File: src/hw/rtl/rsrg_pkg.sv
// ============================================================================
// rsrg_pkg
// Shared types and constants for the refcounted shared register gate.
// ============================================================================
package rsrg_pkg;

  // Sizes
  localparam int MAX_ENTRIES = 16;
  localparam int ENTRY_IW    = $clog2(MAX_ENTRIES);
  localparam int REG_WORDS   = 256;
  localparam int WORD_IW     = $clog2(REG_WORDS);
  localparam int COUNT_BITS  = 16;

  // Field widths
  localparam int OFFSET_W    = 10;
  localparam int DATA_W      = 32;
  localparam int SLOT_W      = 4;
  localparam int ENT_OFF_W   = 8;
  localparam int SCOUNT_W    = 5;
  localparam int ADDR_W      = 3;

  // Stream payload widths
  localparam int IN_TDATA_W  = 80;
  localparam int OUT_TDATA_W = 56;

  // Configuration register indexes
  localparam logic REG_SIGNAL_COUNT = 1'b0;
  localparam logic REG_LAST_OFFSET  = 1'b1;

  localparam logic [OFFSET_W-1:0] LAST_OFFSET_RESET = OFFSET_W'(1020);

  typedef enum logic [1:0] {
    CMD_READ   = 2'd0,
    CMD_WRITE  = 2'd1,
    CMD_UPDATE = 2'd2,
    CMD_LOAD   = 2'd3
  } cmd_t;

  typedef enum logic [2:0] {
    STATUS_OK        = 3'd0,
    STATUS_REFUSED   = 3'd1,
    STATUS_UNDERFLOW = 3'd2,
    STATUS_OVERFLOW  = 3'd3,
    STATUS_RANGE     = 3'd4
  } status_t;

  // Controller to datapath commands
  typedef struct packed {
    logic capture;     // input transfer: latch item, read store, run search
    logic commit;      // apply the access and load the output register
    logic clear_step;  // zero one store word
  } ctrl_cmd_t;

  // Datapath to controller status
  typedef struct packed {
    logic clear_last;  // last store word is being cleared
  } ctrl_stat_t;

endpackage

File: src/hw/rtl/rsrg_ctrl.sv
// ============================================================================
// rsrg_ctrl
// Sequencer: store clearing pass, item capture and commit, output valid.
// ============================================================================
module rsrg_ctrl
  import rsrg_pkg::*;
(
  input  logic       clk,
  input  logic       rst,
  input  logic       s_tvalid,
  output logic       s_tready,
  output logic       m_tvalid,
  input  logic       m_tready,
  input  ctrl_stat_t stat,
  output ctrl_cmd_t  cmd
);

  typedef enum logic [2:0] {
    ST_CLEAR = 3'b001,
    ST_IDLE  = 3'b010,
    ST_EXEC  = 3'b100
  } state_t;

  state_t state, state_next;
  logic   m_tvalid_next;
  logic   out_free;
  logic   s_accept;

  assign out_free = !m_tvalid || m_tready;
  assign s_tready = (state == ST_IDLE);
  assign s_accept = s_tvalid && s_tready;

  // Command decode
  always_comb begin
    cmd.capture    = s_accept;
    cmd.commit     = (state == ST_EXEC) && out_free;
    cmd.clear_step = (state == ST_CLEAR);
  end

  // Next state
  always_comb begin
    state_next = state;
    unique case (state)
      ST_CLEAR: begin
        if (stat.clear_last) state_next = ST_IDLE;
      end
      ST_IDLE: begin
        if (s_accept) state_next = ST_EXEC;
      end
      ST_EXEC: begin
        if (out_free) state_next = ST_IDLE;
      end
      default: state_next = ST_CLEAR;
    endcase
  end

  // Output valid: set by commit, dropped once the transfer completes
  always_comb begin
    m_tvalid_next = m_tvalid;
    if (cmd.commit) begin
      m_tvalid_next = 1'b1;
    end else if (m_tready) begin
      m_tvalid_next = 1'b0;
    end
  end

  always_ff @(posedge clk) begin
    if (rst) begin
      state    <= ST_CLEAR;
      m_tvalid <= 1'b0;
    end else begin
      state    <= state_next;
      m_tvalid <= m_tvalid_next;
    end
  end

  // One item in flight at a time
  a_one_item: assert property (@(posedge clk) disable iff (rst)
    s_accept |=> !s_tready)
    else $error("input taken while an item is in flight");

  a_commit_valid: assert property (@(posedge clk) disable iff (rst)
    cmd.commit |=> m_tvalid)
    else $error("commit did not present a result");

  a_exec_holds: assert property (@(posedge clk) disable iff (rst)
    (state == ST_EXEC) && !out_free |=> (state == ST_EXEC))
    else $error("left execute with the output register still full");

  a_clear_quiet: assert property (@(posedge clk) disable iff (rst)
    (state == ST_CLEAR) |-> !s_tready && !m_tvalid)
    else $error("traffic during the clearing pass");

endmodule

File: config.mk
export PLATFORM = sky130hd
export DESIGN_NAME = rsrg_ctrl
export DESIGN_NICKNAME = d
export VERILOG_FILES = /design/src/hw/rtl/rsrg_pkg.sv /design/src/hw/rtl/rsrg_ctrl.sv
export SDC_FILE = /design/constraint.sdc
export NUM_CORES = 1
export LEC_CHECK = 0
export BUFFER_PORTS_ARGS = -buffer_cell sky130_fd_sc_hd__buf_2
export CORE_AREA = 3 3 40 42
export CTS_BUF_LIST = sky130_fd_sc_hd__clkbuf_4 sky130_fd_sc_hd__clkbuf_8 sky130_fd_sc_hd__clkbuf_16
export CTS_CLUSTER_SIZE = 24
export DETAILED_ROUTE_END_ITERATION = 8
export DIE_AREA = 0 0 43 45
export PLACE_DENSITY = 0.43
export SLEW_MARGIN = 15
export SYNTH_ARGS = -nofsm -noshare
export SYNTH_HDL_FRONTEND = slang
export SYNTH_SLANG_ARGS = --single-unit
File: constraint.sdc
create_clock -name clk -period 2 [get_ports clk]
set_input_delay 0.2 -clock clk [delete_from_list [all_inputs] [get_ports clk]]
set_output_delay 0.2 -clock clk [all_outputs]
set_load 0.05 [all_outputs]
== Word-level counts from Yosys, hierarchy flattened ==
Index checks and enable logic that the tools add are counted.

* Eq/ne operators: 6
* Mux-type cells: 6
* Reductions and logical operators: 6

{| class="wikitable"
|+ Operator list
! cell !! number
|-
| $mux 3 || 3
|-
| $pmux 3 s3 || 1
|-
| $ne 2x2->1 const B || 2
|-
| $eq 3x1->1 const B || 1
|-
| $eq 3x2->1 const B || 1
|-
| $eq 3x3->1 const B || 1
|-
| $reduce_and 3->1 || 1
|-
| $logic_and 1x1->1 || 2
|-
| $mux 1 || 2
|-
| $ne 2x1->1 const B || 1
|-
| $reduce_bool 2->1 || 1
|-
| $logic_not 1->1 || 1
|-
| $logic_or 1x1->1 || 1
|}

* Register bits after elaboration: 4
* Input bits: 5
* Output and inout port bits: 5

== Logic depth before layout (Yosys ltp) ==
* Depth in word-level cells: 4
* Mapped depth: 4

== Worst setup path after synthesis ==
Ideal clock, no wire load.

* Path type: register -> output
* Start point: register state[0]
* End point: output port cmd[0] (netlist name)
* Data arrival time: 1.575 ns
* Required time: 1.800 ns
* Path slack: 0.225 ns
* Cell stages (with the launch flop): 2
* Buffers on the path: 0
* Cell sequence: dfxtp_1 > nor3b_1

{| class="wikitable"
|+ RTL lines
! item !! RTL line !! text
|-
| start, declared || rsrg_ctrl.sv:24 || <nowiki>state_t state, state_next;</nowiki>
|-
| start signal, assigned || rsrg_ctrl.sv:72 || <nowiki>state <= state_next;</nowiki>
|-
| end, declared || rsrg_ctrl.sv:15 || <nowiki>output ctrl_cmd_t cmd</nowiki>
|}

==> reports/results.txt <==
Distinct cells, synth: 18
Min Hold Slack: 176 ps
# diodes: 0
Share of cells above drive strength 1: 35.1%
DRC viols: 0
Post-layout min period: 1560 ps
Starting Density: 17.3%
Post-CTS setup buffers: 0
Layout Nets: 44
Worst-path clk slew: 40 ps
Least-Margin Pin Slew: 237 ps
Run status: finished clean
Synth Warn #: 0
Vias: 206
Syn-to-layout area delta: 32.0%
Synth Instances: 27
RSZ-0062 raised after global routing: false
DRT iter0 DRCs: 9
Final setup vio count: 0
R2r worst-path depth: 2
Total CTS buffers: 3
Final WL: 486 um
Synth top area share: 36.0%
Register area share after synthesis: 36.0%
Half-perimeter wire length after placement: 334 um
Chip Height: 45 um
Hold Path Depth: 2
CTS tree: yes
First drt pass iteration count: 4
Hold Crit Class: input port to register
Clock skew: 3.38 ps
CP required: 1800 ps
Ports: 10
CTS resizes: 0
Post-CTS Hold Buffers: 0
Largest net degree at the start of global routing: 10
First-pass GRT wire length: 917 um
Core Area: 1280 um2
Commonest non-fill, non-tap cell in the layout: buf_2
Worst setup SP type: register
Wire length per cell: 9.35 um
Max Cap Viol: 0
Relative slew margins: 83.9%
Most frequent cells in the layout: buf_2, dfxtp_1, clkbuf_4
Via density: 3.96
Vias in the first global route: 209
Post-Syn Area per Cell: 8.25 um2
WS Path Type: register to output pin
Clk_lat worst skew: 240 ps
H-tree level count: 1
Number of buffers added on ports: 9
Arrival @ worst endpoint: 1360 ps
Worst Path Max Fanout: 8
Chip width: 43 um
FP Rows: 13
Global router's overall resource usage: 7.09%
Max-slew violations: 0
Max Freq: 641 MHz
# clock sinks: 4
Setup TNS: 0 ps
Grt ovf: 0
Area leader, netlist: dfxtp_1
Critical Path Sink Type: output pin
Routed Antenna Nets: 0
Clock Tree Buf Depth: 2
Pwr Density: 765 nW/um2
Post-Syn Area: 223 um2
Die ar.: 1940 um2
Root cell of the clock tree: clkbuf_4
Initial antenna violation count: 0
Static Leak: 0.135 nW
Worst vdd ir: 0.182 mV
Tcrit/Tclk final: 78.0%
Synthesized net count: 32
Gpl congestion: 0.666
Synth area leaders: dfxtp_1, buf_4, nor3b_1
Synth Register Bits: 4
Final hold violation count: 0
==> critical path: stages (launching register included) <==
cell,delay (ps)
dfxtp_1,430
nor2b_2,200
and2b_1,140
and2_1,110
buf_2,250
==> path summary, 6_finish.rpt <==
kind | slack (ps) | start | to
min reg2reg | 530 | m_tvalid | m_tvalid
min | 180 | rst | state[1]
max reg2reg | 1020 | state[1] | state[0]
max | 440 | state[1] | cmd[2]
==> registers in the layout, summed over array words and instances, names as in the netlist <==
name      count
m_tvalid      1
state         3
==> power breakdown <==
group           total, W  switching (W)  leakage [nW]  internal (W)
Sequential     0.0000891     0.00000567        0.0327     0.0000835
Combinational  0.0000335      0.0000206        0.0883     0.0000129
Clock           0.000102      0.0000351        0.0138     0.0000673
Total           0.000225      0.0000614         0.135      0.000164
==> Yosys cell counts, drive strengths merged <==
master  n
nand3   1
o21ai   1
o311ai  1
and3b   1
and2    1
nor3    1
inv     2
o21bai  1
nor2b   1
a21oi   2
and2b   1
nor3b   2
buf     2
nand2b  2
dfxtp   4
nor2    1
o22a    1
nand2   2
==> metal layers <==
layer	share of wire (%)	vias up	GRT usage (%)
met3	13	0	4.38
li1	-	113	-
met2	33	13	7.19
met4	0	0	9.04
met5	0	-	0
met1	53	80	8.47
==> logic make-up after synthesis <==
| logic type | count (synthesis) | synth area share, % |
|---|---|---|
| buffers and inverters | 4 | 10.1 |
| and+or+nand+nor | 13 | 36.0 |
| AOI/OAI and AO/OA | 6 | 18.0 |
| DFF | 4 | 36.0 |
==> metrics by stage <==
stage	setup WS [ps]	utilization (%)	area (um2)	power [W]	cells
after floorplan	225	-	223	0.000113	27
after global placement	691	21.1	272	0.000124	49
after detailed placement	705	21.1	272	0.000124	49
after CTS	438	22.9	294	0.000231	52
after global routing	321	22.9	294	0.000240	52
final	439	22.9	294	0.000225	52
==> final cells by class <==
| class | count | area, um2 |
|---|---|---|
| Multi-Input combinational cell | 19 | 120 |
| Clock buffer | 3 | 22.5 |
| Inverter | 2 | 7.51 |
| Tap cell | 15 | 18.8 |
| Timing Repair Buffer | 9 | 45.0 |
| Sequential cell | 4 | 80.1 |
| Fill cell | 146 | 991 |
No activity file was read; power rests on OpenSTA's default activity.
